<file path="src/rtl/energy_voice_activity_detector_core_macros.svh">
// Assertion macros for the energy voice activity detector core.
// Define NO_ASSERTIONS to compile the checks away.
`ifndef ENERGY_VOICE_ACTIVITY_DETECTOR_CORE_MACROS_SVH
`define ENERGY_VOICE_ACTIVITY_DETECTOR_CORE_MACROS_SVH

`ifndef NO_ASSERTIONS
// same-cycle implication
`define EVAD_ASSERT_IMP(lbl, clk, rst, ante, cons) \
   lbl: assert property (@(posedge clk) disable iff (rst) (ante) |-> (cons)) \
      else $error("evad: same-cycle check failed");
// next-cycle implication
`define EVAD_ASSERT_NXT(lbl, clk, rst, ante, cons) \
   lbl: assert property (@(posedge clk) disable iff (rst) (ante) |=> (cons)) \
      else $error("evad: next-cycle check failed");
`else
`define EVAD_ASSERT_IMP(lbl, clk, rst, ante, cons)
`define EVAD_ASSERT_NXT(lbl, clk, rst, ante, cons)
`endif

`endif

</file>
<file path="src/rtl/evad_pkg.sv">
package evad_pkg;

   localparam int SAMPLE_W   = 16;
   localparam int POS_W      = 48;
   localparam int DUR_W      = 20;
   localparam int THR_W      = 15;
   localparam int HOLD_W     = 20;
   localparam int PRE_W      = 20;
   localparam int MAXSEG_W   = 24;
   localparam int SIL_W      = 24;
   localparam int SEG_W      = 25;
   localparam int DEC_W      = 2;
   localparam int CSR_IDX_W  = 2;
   localparam int CSR_DATA_W = 24;

   localparam int MAX_CHUNK  = 4096;
   localparam int CNT_W      = $clog2(MAX_CHUNK + 1);
   localparam int SQ_W       = 2 * SAMPLE_W - 1;
   localparam int ENERGY_W   = SQ_W + CNT_W - 1;
   localparam int THR_SQ_W   = 2 * THR_W;
   localparam int REF_W      = THR_SQ_W + CNT_W;
   localparam int BACK_W     = PRE_W + 1;

   localparam int REQ_DATA_W = 88;
   localparam int RSP_DATA_W = 96;

   localparam logic [THR_SQ_W-1:0] THR_SQ_RESET = THR_SQ_W'(328 * 328);
   localparam logic [HOLD_W-1:0]   HOLD_RESET   = HOLD_W'(8000);
   localparam logic [PRE_W-1:0]    PRE_RESET    = PRE_W'(4800);
   localparam logic [MAXSEG_W-1:0] MAXSEG_RESET = MAXSEG_W'(480000);
   localparam logic [SIL_W-1:0]    SIL_MAX      = '1;
   localparam logic [SEG_W-1:0]    SEG_MAX      = '1;

   typedef enum logic [DEC_W-1:0] {
      DEC_NONE     = 2'd0,
      DEC_ONSET    = 2'd1,
      DEC_DISPATCH = 2'd2
   } decision_type;

   typedef enum logic [CSR_IDX_W-1:0] {
      CSR_THRESHOLD   = 2'd0,
      CSR_HOLD        = 2'd1,
      CSR_PREROLL     = 2'd2,
      CSR_MAX_SEGMENT = 2'd3
   } csr_index_type;

   // controller -> datapath
   typedef struct packed {
      logic take;
      logic square;
      logic accum;
      logic prep;
      logic compare;
      logic decide;
   } cmd_type;

   // datapath -> controller
   typedef struct packed {
      logic chunk_end;
      logic out_free;
   } status_type;

endpackage

</file>
<file path="src/rtl/evad_ctrl.sv">
module evad_ctrl import evad_pkg::*; (
   input  logic       clock,
   input  logic       reset,
   input  logic       req_tvalid,
   output logic       req_tready,
   input  status_type status,
   output cmd_type    cmd
);

   typedef enum logic [2:0] {
      S_IN,
      S_SQUARE,
      S_ACCUM,
      S_PREP,
      S_COMPARE,
      S_DECIDE
   } state_type;

   state_type state_ff, state_in;
   logic      ready_ff;

   always_comb begin
      state_in = state_ff;
      case (state_ff)
         S_IN:      if (req_tvalid) state_in = S_SQUARE;
         S_SQUARE:  state_in = S_ACCUM;
         S_ACCUM:   state_in = status.chunk_end ? S_PREP : S_IN;
         S_PREP:    state_in = S_COMPARE;
         S_COMPARE: state_in = S_DECIDE;
         S_DECIDE:  if (status.out_free) state_in = S_IN;
         default:   state_in = S_IN;
      endcase
   end

   always_ff @(posedge clock) begin
      if (reset) begin
         state_ff <= S_IN;
         ready_ff <= 1'b1;
      end else begin
         state_ff <= state_in;
         ready_ff <= (state_in == S_IN);
      end
   end

   assign req_tready  = ready_ff;
   assign cmd.take    = ready_ff && req_tvalid;
   assign cmd.square  = (state_ff == S_SQUARE);
   assign cmd.accum   = (state_ff == S_ACCUM);
   assign cmd.prep    = (state_ff == S_PREP);
   assign cmd.compare = (state_ff == S_COMPARE);
   assign cmd.decide  = (state_ff == S_DECIDE) && status.out_free;

endmodule

</file>
<file path="src/rtl/evad_datapath.sv">
module evad_datapath import evad_pkg::*; (
   input  logic                  clock,
   input  logic                  reset,
   input  cmd_type               cmd,
   output status_type            status,
   input  logic [SAMPLE_W-1:0]   sample,
   input  logic                  chunk_end,
   input  logic [POS_W-1:0]      write_position,
   input  logic [DUR_W-1:0]      chunk_duration,
   input  logic                  csr_we,
   input  logic [CSR_IDX_W-1:0]  csr_index,
   input  logic [CSR_DATA_W-1:0] csr_wdata,
   output logic                  rsp_valid,
   input  logic                  rsp_ready,
   output logic [DEC_W-1:0]      decision,
   output logic [POS_W-1:0]      segment_start,
   output logic [POS_W-1:0]      segment_end
);

   // config
   logic [THR_SQ_W-1:0] thr_sq_ff;
   logic [HOLD_W-1:0]   hold_ff;
   logic [PRE_W-1:0]    preroll_ff;
   logic [MAXSEG_W-1:0] maxseg_ff;
   logic [THR_W-1:0]    thr_wr;
   logic [THR_SQ_W-1:0] thr_sq_in;

   // captured item
   logic [SAMPLE_W-1:0] smp_ff;
   logic                end_ff;
   logic [POS_W-1:0]    pos_ff;
   logic [DUR_W-1:0]    dur_ff;

   // accumulation
   logic [SAMPLE_W-1:0]   mag;
   logic [2*SAMPLE_W-1:0] sq_full;
   logic [SQ_W-1:0]       sq_ff, sq_in;
   logic [ENERGY_W-1:0]   energy_ff, energy_in;
   logic [CNT_W-1:0]      count_ff, count_in;
   logic                  room;

   // chunk-end evaluation
   logic [REF_W-1:0]  ref_ff, ref_in;
   logic [BACK_W-1:0] back_ff, back_in;
   logic              loud_ff, quiet_ff;
   logic [POS_W:0]    diff;
   logic [POS_W-1:0]  cand_ff, cand_in;
   logic [SEG_W:0]    seg_add;
   logic [SIL_W:0]    sil_add;
   logic [SEG_W-1:0]  seg_sum_ff, seg_sum_in;
   logic [SIL_W-1:0]  sil_sum_ff, sil_sum_in;

   // detector state
   logic             active_ff, active_in;
   logic [SIL_W-1:0] sil_ff, sil_in;
   logic [SEG_W-1:0] seg_ff, seg_in;
   logic [POS_W-1:0] origin_ff, origin_in;

   // result register
   logic             out_valid_ff, out_valid_in;
   decision_type     out_dec_ff, dec_in;
   logic [POS_W-1:0] out_start_ff, start_in;
   logic [POS_W-1:0] out_stop_ff, stop_in;

   assign thr_wr    = csr_wdata[THR_W-1:0];
   assign thr_sq_in = thr_wr * thr_wr;

   always_ff @(posedge clock) begin
      if (reset) begin
         thr_sq_ff  <= THR_SQ_RESET;
         hold_ff    <= HOLD_RESET;
         preroll_ff <= PRE_RESET;
         maxseg_ff  <= MAXSEG_RESET;
      end else if (csr_we) begin
         case (csr_index)
            CSR_THRESHOLD:   thr_sq_ff  <= thr_sq_in;
            CSR_HOLD:        hold_ff    <= csr_wdata[HOLD_W-1:0];
            CSR_PREROLL:     preroll_ff <= csr_wdata[PRE_W-1:0];
            CSR_MAX_SEGMENT: maxseg_ff  <= csr_wdata[MAXSEG_W-1:0];
            default: ;
         endcase
      end
   end

   always_ff @(posedge clock) begin
      if (cmd.take) begin
         smp_ff <= sample;
         end_ff <= chunk_end;
         pos_ff <= write_position;
         dur_ff <= chunk_duration;
      end
   end

   // |-32768| = 32768 still fits in the unsigned magnitude
   assign mag     = smp_ff[SAMPLE_W-1] ? (~smp_ff + SAMPLE_W'(1)) : smp_ff;
   assign sq_full = mag * mag;
   assign sq_in   = sq_full[SQ_W-1:0];

   // samples past MAX_CHUNK are dropped
   assign room      = (count_ff < CNT_W'(MAX_CHUNK));
   assign energy_in = energy_ff + ENERGY_W'(sq_ff);
   assign count_in  = count_ff + CNT_W'(1);

   assign ref_in  = thr_sq_ff * count_ff;
   assign back_in = BACK_W'(count_ff) + BACK_W'(preroll_ff);

   assign diff       = {1'b0, pos_ff} - (POS_W + 1)'(back_ff);
   assign cand_in    = diff[POS_W] ? '0 : diff[POS_W-1:0];
   assign seg_add    = (SEG_W + 1)'(seg_ff) + (SEG_W + 1)'(dur_ff);
   assign sil_add    = (SIL_W + 1)'(sil_ff) + (SIL_W + 1)'(dur_ff);
   assign seg_sum_in = seg_add[SEG_W] ? SEG_MAX : seg_add[SEG_W-1:0];
   assign sil_sum_in = sil_add[SIL_W] ? SIL_MAX : sil_add[SIL_W-1:0];

   always_ff @(posedge clock) begin
      if (cmd.square) sq_ff <= sq_in;
      if (cmd.prep) begin
         ref_ff  <= ref_in;
         back_ff <= back_in;
      end
      if (cmd.compare) begin
         loud_ff    <= (energy_ff > ref_ff);
         quiet_ff   <= (energy_ff < ref_ff);
         cand_ff    <= cand_in;
         seg_sum_ff <= seg_sum_in;
         sil_sum_ff <= sil_sum_in;
      end
   end

   always_comb begin
      active_in = active_ff;
      sil_in    = sil_ff;
      seg_in    = seg_ff;
      origin_in = origin_ff;
      dec_in    = DEC_NONE;
      start_in  = '0;
      stop_in   = '0;
      if (!active_ff) begin
         if (loud_ff) begin
            active_in = 1'b1;
            dec_in    = DEC_ONSET;
            origin_in = cand_ff;
            start_in  = cand_ff;
            sil_in    = '0;
            seg_in    = SEG_W'(dur_ff);
         end
      end else begin
         seg_in = seg_sum_ff;
         if (quiet_ff) begin
            sil_in = sil_sum_ff;
            if (sil_sum_ff >= SIL_W'(hold_ff)) begin
               active_in = 1'b0;
               dec_in    = DEC_DISPATCH;
               start_in  = origin_ff;
               stop_in   = pos_ff;
               origin_in = pos_ff;
               sil_in    = '0;
               seg_in    = '0;
            end
         end else begin
            // level at or above threshold keeps the segment alive
            sil_in = '0;
            if (seg_sum_ff >= SEG_W'(maxseg_ff)) begin
               dec_in    = DEC_DISPATCH;
               start_in  = origin_ff;
               stop_in   = pos_ff;
               origin_in = pos_ff;
               seg_in    = '0;
            end
         end
      end
   end

   assign out_valid_in = cmd.decide ? 1'b1 : (rsp_ready ? 1'b0 : out_valid_ff);

   always_ff @(posedge clock) begin
      if (reset) begin
         energy_ff    <= '0;
         count_ff     <= '0;
         active_ff    <= 1'b0;
         sil_ff       <= '0;
         seg_ff       <= '0;
         origin_ff    <= '0;
         out_valid_ff <= 1'b0;
      end else begin
         out_valid_ff <= out_valid_in;
         if (cmd.accum && room) begin
            energy_ff <= energy_in;
            count_ff  <= count_in;
         end
         if (cmd.decide) begin
            energy_ff <= '0;
            count_ff  <= '0;
            active_ff <= active_in;
            sil_ff    <= sil_in;
            seg_ff    <= seg_in;
            origin_ff <= origin_in;
         end
      end
   end

   always_ff @(posedge clock) begin
      if (cmd.decide) begin
         out_dec_ff   <= dec_in;
         out_start_ff <= start_in;
         out_stop_ff  <= stop_in;
      end
   end

   assign status.chunk_end = end_ff;
   assign status.out_free  = !out_valid_ff || rsp_ready;

   assign rsp_valid     = out_valid_ff;
   assign decision      = out_dec_ff;
   assign segment_start = out_start_ff;
   assign segment_end   = out_stop_ff;

endmodule

</file>
<file path="src/rtl/energy_voice_activity_detector_core.sv">
// Energy voice activity detector. Audio samples (signed Q1.15) enter one item at
// a time on req_; req_tlast marks the last sample of a chunk, whose item also
// carries the absolute write position and the chunk duration in 16 kHz sample
// periods. The core sums squared samples (the first MAX_CHUNK of a chunk only)
// and at chunk end compares the chunk energy with threshold^2 * count, tracks
// the idle/speech state with hold-time hangover and a max-segment limit, and
// returns exactly one result item per chunk on rsp_: decision none, speech
// onset (start = position - count - pre-roll, floored at zero) or dispatch
// (start and end of the segment). Samples that do not end a chunk give no
// result. A plain sample passes capture, the squaring multiplier and the
// accumulator; a chunk-end item adds the threshold-product multiply, compare
// and decision steps, and the decision step may wait for the single result
// register to drain. Registers are written through csr_ while the core is
// idle; the user must keep to this, as the block does not enforce it. A
// threshold write is squared on the way in and stored as threshold^2 at the
// write edge. Reset is synchronous and restores all register defaults.
`include "energy_voice_activity_detector_core_macros.svh"

module energy_voice_activity_detector_core import evad_pkg::*; (
   input  logic                  clock,
   input  logic                  reset,
   // sample items
   input  logic                  req_tvalid,
   output logic                  req_tready,
   input  logic [REQ_DATA_W-1:0] req_tdata,  // sample[15:0], write_position[63:16],
                                             // chunk_duration[83:64], zero pad
   input  logic                  req_tlast,  // chunk_end
   // result items
   output logic                  rsp_tvalid,
   input  logic                  rsp_tready,
   output logic [RSP_DATA_W-1:0] rsp_tdata,  // segment_start[47:0], segment_end[95:48]
   output logic [DEC_W-1:0]      rsp_tuser,  // decision[1:0]
   // register writes
   input  logic                  csr_we,
   input  logic [CSR_IDX_W-1:0]  csr_index,
   input  logic [CSR_DATA_W-1:0] csr_wdata
);

   cmd_type          cmd;
   status_type       status;
   logic [POS_W-1:0] seg_start;
   logic [POS_W-1:0] seg_end;

   // sequencer: one item at a time through the datapath steps
   evad_ctrl u_ctrl (
      .clock      (clock),
      .reset      (reset),
      .req_tvalid (req_tvalid),
      .req_tready (req_tready),
      .status     (status),
      .cmd        (cmd)
   );

   // accumulator, chunk decision, state and result register
   evad_datapath u_datapath (
      .clock          (clock),
      .reset          (reset),
      .cmd            (cmd),
      .status         (status),
      .sample         (req_tdata[SAMPLE_W-1:0]),
      .chunk_end      (req_tlast),
      .write_position (req_tdata[SAMPLE_W+POS_W-1:SAMPLE_W]),
      .chunk_duration (req_tdata[SAMPLE_W+POS_W+DUR_W-1:SAMPLE_W+POS_W]),
      .csr_we         (csr_we),
      .csr_index      (csr_index),
      .csr_wdata      (csr_wdata),
      .rsp_valid      (rsp_tvalid),
      .rsp_ready      (rsp_tready),
      .decision       (rsp_tuser),
      .segment_start  (seg_start),
      .segment_end    (seg_end)
   );

   assign rsp_tdata = {seg_end, seg_start};

   // one item in flight: an accepted sample closes the input until it is done
   `EVAD_ASSERT_NXT(a_one_in_flight, clock, reset, req_tvalid && req_tready, !req_tready)
   // a decision always lands in the result register
   `EVAD_ASSERT_NXT(a_decide_shows, clock, reset, cmd.decide, rsp_tvalid)
   // no-event results carry zero positions
   `EVAD_ASSERT_IMP(a_none_zero, clock, reset, rsp_tvalid && (rsp_tuser == DEC_NONE), rsp_tdata == '0)
   // only defined decision codes leave the core
   `EVAD_ASSERT_IMP(a_code_legal, clock, reset, rsp_tvalid, rsp_tuser <= DEC_DISPATCH)

endmodule
</file>
<file path="config.mk">
export PLATFORM = sky130hd
export DESIGN_NAME = energy_voice_activity_detector_core
export DESIGN_NICKNAME = d
export VERILOG_FILES = /design/src/rtl/evad_pkg.sv /design/src/rtl/evad_ctrl.sv /design/src/rtl/evad_datapath.sv /design/src/rtl/energy_voice_activity_detector_core.sv
export VERILOG_INCLUDE_DIRS = /design/src /design/src/rtl
export SDC_FILE = /design/constraint.sdc
export NUM_CORES = 2
export LEC_CHECK = 0
export BUFFER_PORTS_ARGS = -buffer_cell sky130_fd_sc_hd__buf_2
export CAP_MARGIN = 20
export CORE_MARGIN = 1
export CORE_UTILIZATION = 58
export CTS_CLUSTER_SIZE = 40
export DETAILED_ROUTE_END_ITERATION = 16
export PLACE_DENSITY_LB_ADDON = 0.1
export SETUP_SLACK_MARGIN = 0.05
export SLEW_MARGIN = 5
export SYNTH_ARGS = -nofsm -noshare
export SYNTH_HDL_FRONTEND = slang
export SYNTH_HIERARCHICAL = 1
export SYNTH_SLANG_ARGS = --single-unit
</file>
<file path="constraint.sdc">
create_clock -name clock -period 7.5 [get_ports clock]
set_clock_uncertainty 0.1 [all_clocks]
set_input_delay 1.125 -clock clock [delete_from_list [all_inputs] [get_ports clock]]
set_output_delay 1.125 -clock clock [all_outputs]
set_load 0.01 [all_outputs]
</file>
==> metrics.log <==
INFO  metric finalSetupViolations = 0
INFO  metric r2r_setup_slack = 0.18 ns
INFO  metric io_pins = 220
INFO  metric die-area = 0.0956 mm2
INFO  metric gp_congestion = 0.873
INFO  metric synth_sequential_area_ratio = 0.299
INFO  metric yosys.area_share.adder = 0.328
INFO  metric final_layout_size_suffix_gt1_frac = 0.102
INFO  metric synth-xor-area-share = 0.0334
INFO  metric final_min_period_over_clock_period = 0.976
INFO  metric synth.ff_latch_count = 628
INFO  metric timing_worst_setup_path_type = register to register
INFO  metric routed_wire_length_per_instance = 17.8 um
INFO  metric async_reset_ff_frac = 0
INFO  metric crit_path_start_kind = register
INFO  metric first_global_vias = 40100
INFO  metric place.port_buffers = between 200 and 250
INFO  metric critical_path_capture_point_type = register
INFO  metric tightest_slew = 1.10 ns
INFO  metric final_max_slew_viol_count = 0
INFO  metric number_of_antenna_violations_at_the_first_check_in_global_routing = 2
INFO  metric totalWireLength = 128 mm
INFO  metric placed_cells_incl_taps = around 7100
INFO  metric worst_skew_pair.late_latency = around 0.64 ns
INFO  metric post-dp-hpwl = 95.6 mm
INFO  metric finalCriticalPeriod = 7.32 ns
INFO  metric total_leakage_power = 27.1 nW
INFO  metric largest_family_of_logic_cells_by_synthesized_area = adder cells
INFO  metric largest_net_degree_at_the_start_of_global_routing = 126
INFO  metric clock_tree.root_cell = sky130_fd_sc_hd__clkbuf_16
INFO  metric max_clock_freq = 137 MHz
INFO  metric die_w = 309 um
INFO  metric rsz0062_at_grt = yes
INFO  metric vias_per_cell = approximately 5.6
INFO  metric cp_common_cell = sky130_fd_sc_hd__fa_1
INFO  metric synth-compound-area-share = 0.118
INFO  metric drv_cap = 0
INFO  metric timing.critical_path.slowest_stage_cell = sky130_fd_sc_hd__fa_1
INFO  metric run_status = completed
INFO  metric initial_core_util = 0.586
INFO  metric drt_pre_antenna_iters = 6
INFO  metric route.vias.total = 40600
INFO  metric globalRouteTotalUtil = 0.273
INFO  metric final_util = 0.650
INFO  metric post_synth.cell_area_avg = 9.68 um2
INFO  metric dr.first_iter.drc_count = 2816
INFO  metric route.detailed.drc = 0
INFO  metric final_net_count = 7081
INFO  metric cellPowerDensity = 395 mW/mm2
INFO  metric hold_path.class = register to register
INFO  metric htree_levels = 3
INFO  metric numCtsBuffers = 71
INFO  metric post_synth_mux_area_share = 0.00995
INFO  metric critical_path_required = 7.78 ns
INFO  metric synthCells = 5653
INFO  metric cts_hold_repair.buffers = 0
INFO  metric worst_ep_arrival_time = 7.60 ns
INFO  metric clkSlewWorstSetupHoldPaths = 0.06 ns
INFO  metric drtAntennaViolNets = 0
INFO  metric stdcell_count = 7203
INFO  metric power.ir.vdd_worst = about 1.4 mV
INFO  metric max-slew-margin-rel = 0.264
INFO  metric synth.cell_area = 0.0547 mm2
INFO  metric first_pass_grt_wire_length = 208 mm
INFO  metric rows = around 110
INFO  metric final_hold_violation_count = 0
INFO  metric synth-edff-count = 376
INFO  metric max_stage_delay = 0.55 ns
INFO  metric clock-sinks = 628
INFO  metric grt-ovfl-total = 0
INFO  metric yosysUniqueCellTypes = 90
INFO  metric post_synthesis_share_of_cell_area_spent_on_and_or_nand_and_nor_gates = 0.142
INFO  metric area_growth = 10.8%
INFO  metric fp.coreArea = 0.0933 mm2
INFO  metric die_h = 309 um
INFO  metric ys_warn_count = 6
INFO  metric cts.path.max_buffers = 3
INFO  metric tritoncts_clock_tree = built
INFO  metric crit_path_max_fanout = 4
INFO  metric synth_flop_cell = sky130_fd_sc_hd__edfxtp_1
## metrics by stage
step / hold WS [ns] / setup WS (ns) / cell area [um2] / power [mW] / TNS [ns]
2_1_floorplan: 0.336 / -0.0298 / 54800 / 14.6 / -0.0298
3_3_place_gp: 0.342 / -0.0988 / 57800 / 18.5 / -0.166
3_5_place_dp: 0.348 / -0.222 / 57800 / 18.6 / -0.503
4_1_cts: 0.356 / 0.0619 / 60300 / 22.4 / 0
5_1_grt: 0.377 / -0.155 / 60600 / 26.3 / -0.347
6_report: 0.353 / 0.181 / 60700 / 23.9 / 0
## where the power goes
group | internal [mW] | total (mW) | switching, mW
clock | 2.02 | 3.50 | 1.48
sequential | 4.32 | 4.55 | 0.229
combinational | 7.82 | 15.9 | 8.07
total | 14.2 | 23.9 | 9.78
## synthesized netlist by cell type, types with 12 or more instances
cell type	n	area [um2]
sky130_fd_sc_hd__a211oi_1	90	676
sky130_fd_sc_hd__a21boi_0	13	97.6
sky130_fd_sc_hd__a21o_1	109	818
sky130_fd_sc_hd__a21oi_1	326	1630
sky130_fd_sc_hd__a22o_1	49	429
sky130_fd_sc_hd__a22oi_1	21	158
sky130_fd_sc_hd__a31oi_1	31	194
sky130_fd_sc_hd__and2_1	257	1610
sky130_fd_sc_hd__and3_1	28	175
sky130_fd_sc_hd__clkbuf_1	208	781
sky130_fd_sc_hd__dfxtp_1	252	5040
sky130_fd_sc_hd__edfxtp_1	376	11300
sky130_fd_sc_hd__fa_1	604	12100
sky130_fd_sc_hd__ha_1	467	5840
sky130_fd_sc_hd__inv_1	780	2930
sky130_fd_sc_hd__mux2i_1	51	510
sky130_fd_sc_hd__nand2_1	706	2650
sky130_fd_sc_hd__nand2b_1	35	219
sky130_fd_sc_hd__nand3_1	88	440
sky130_fd_sc_hd__nand4_1	40	250
sky130_fd_sc_hd__nor2_1	321	1200
sky130_fd_sc_hd__nor2b_1	36	225
sky130_fd_sc_hd__nor3_1	58	290
sky130_fd_sc_hd__nor4_1	12	75.1
sky130_fd_sc_hd__o211ai_1	34	255
sky130_fd_sc_hd__o21a_1	29	218
sky130_fd_sc_hd__o21ai_0	170	851
sky130_fd_sc_hd__o21bai_1	16	120
sky130_fd_sc_hd__o31ai_1	19	143
sky130_fd_sc_hd__or2_2	16	100
sky130_fd_sc_hd__or3_1	22	138
sky130_fd_sc_hd__xnor2_1	128	1120
sky130_fd_sc_hd__xor2_1	81	709
## worst max-delay path: cells and delay by family, from the launching register on
family | cells | cell delay (ns)
adders and majority gates | 7 | 3.16
AOI/OAI and AO/OA | 9 | 1.71
and+or+nand+nor | 4 | 0.96
buffers and inverters | 6 | 0.51
DFF | 1 | 0.39
xor gates and xnor gates | 2 | 0.23
## area by class of cell
| class | instances | area (um2) |
|---|---|---|
| well taps | 1254 | 1570 |
| flip-flops and latches | 628 | 16300 |
| multi-input cells | 4018 | 35000 |
| clock inverters | 33 | 385 |
| fillers | 7746 | 32700 |
| clock buffers | 98 | 1980 |
| repair buffers | 381 | 2370 |
| inverters | 790 | 2970 |
| diodes | 1 | 2.50 |
## cells in the final DEF (no fill, tap or decap), types with 12 or more instances in the layout
master	instances
sky130_fd_sc_hd__inv_1	773
sky130_fd_sc_hd__nand2_1	699
sky130_fd_sc_hd__fa_1	602
sky130_fd_sc_hd__ha_1	459
sky130_fd_sc_hd__edfxtp_1	376
sky130_fd_sc_hd__a21oi_1	321
sky130_fd_sc_hd__nor2_1	313
sky130_fd_sc_hd__and2_1	254
sky130_fd_sc_hd__dfxtp_1	251
sky130_fd_sc_hd__buf_2	214
sky130_fd_sc_hd__o21ai_0	167
sky130_fd_sc_hd__buf_4	158
sky130_fd_sc_hd__xnor2_1	125
sky130_fd_sc_hd__a21o_1	109
sky130_fd_sc_hd__a211oi_1	87
sky130_fd_sc_hd__nand3_1	86
sky130_fd_sc_hd__xor2_1	77
sky130_fd_sc_hd__clkbuf_16	72
sky130_fd_sc_hd__nor3_1	56
sky130_fd_sc_hd__mux2i_1	51
sky130_fd_sc_hd__a22o_1	49
sky130_fd_sc_hd__nand4_1	40
sky130_fd_sc_hd__nand2b_1	35
sky130_fd_sc_hd__nor2b_1	34
sky130_fd_sc_hd__o211ai_1	34
sky130_fd_sc_hd__a31oi_1	31
sky130_fd_sc_hd__o21a_1	29
sky130_fd_sc_hd__and3_1	28
sky130_fd_sc_hd__or3_1	22
sky130_fd_sc_hd__a22oi_1	21
sky130_fd_sc_hd__clkbuf_1	18
sky130_fd_sc_hd__o31ai_1	18
sky130_fd_sc_hd__o21bai_1	16
sky130_fd_sc_hd__or2_2	16
sky130_fd_sc_hd__conb_1	16
sky130_fd_sc_hd__a21boi_0	13
sky130_fd_sc_hd__clkinv_2	12
sky130_fd_sc_hd__nor4_1	12
## registers in the layout, summed over array words and instances (netlist names), 21 cells and up
| name | count |
|---|---|
| u_datapath/sq_ff | 30 |
| u_datapath/back_ff | 21 |
| u_datapath/pos_ff | 48 |
| u_datapath/ref_ff | 43 |
| u_datapath/segment_end | 48 |
| u_datapath/thr_sq_ff | 29 |
| u_datapath/seg_sum_ff | 25 |
| u_datapath/seg_ff | 25 |
| u_datapath/energy_ff | 43 |
| u_datapath/segment_start | 48 |
| u_datapath/sil_sum_ff | 24 |
| u_datapath/origin_ff | 48 |
| u_datapath/cand_ff | 48 |
| u_datapath/sil_ff | 24 |
| u_datapath/maxseg_ff | 24 |
## kinds of logic after synthesis
kind of cell | count (synthesis)
DFF | 628
xor gates and xnor gates | 209
adders and majority gates | 1071
buffers and inverters | 1021
muxes | 54
other | 2
AOI/OAI and AO/OA | 1005
and+or+nand+nor | 1663
## final timing paths
check / cells past startpoint / start / endpoint
setup / recovery: 28 / u_datapath/smp_ff[2]$_DFFE_PP_ / u_datapath/sq_ff[27]$_DFFE_PP_
hold / removal: 2 / u_datapath/maxseg_ff[4]$_SDFFE_PP0P_ / u_datapath/maxseg_ff[4]$_SDFFE_PP0P_
setup reg to reg: 28 / u_datapath/smp_ff[2]$_DFFE_PP_ / u_datapath/sq_ff[27]$_DFFE_PP_
hold reg to reg: 2 / u_datapath/maxseg_ff[4]$_SDFFE_PP0P_ / u_datapath/maxseg_ff[4]$_SDFFE_PP0P_
## routing by layer
metal  part of all wire  global-route usage  wire [um]
met4              0.022              0.0721       2760
met3              0.052              0.0275       6620
met2               0.48               0.455      61500
met5            0.00010                   0         13
met1               0.45               0.381      57300
## what timing repair did
item | 4_1_cts | 5_1_grt
buffers inserted | 5 | 11
gates resized for setup | 17 | 61
endpoints found under the setup margin | 6 | 8
pin swaps | 7 | 25
No activity file was read; power rests on OpenSTA's default activity.
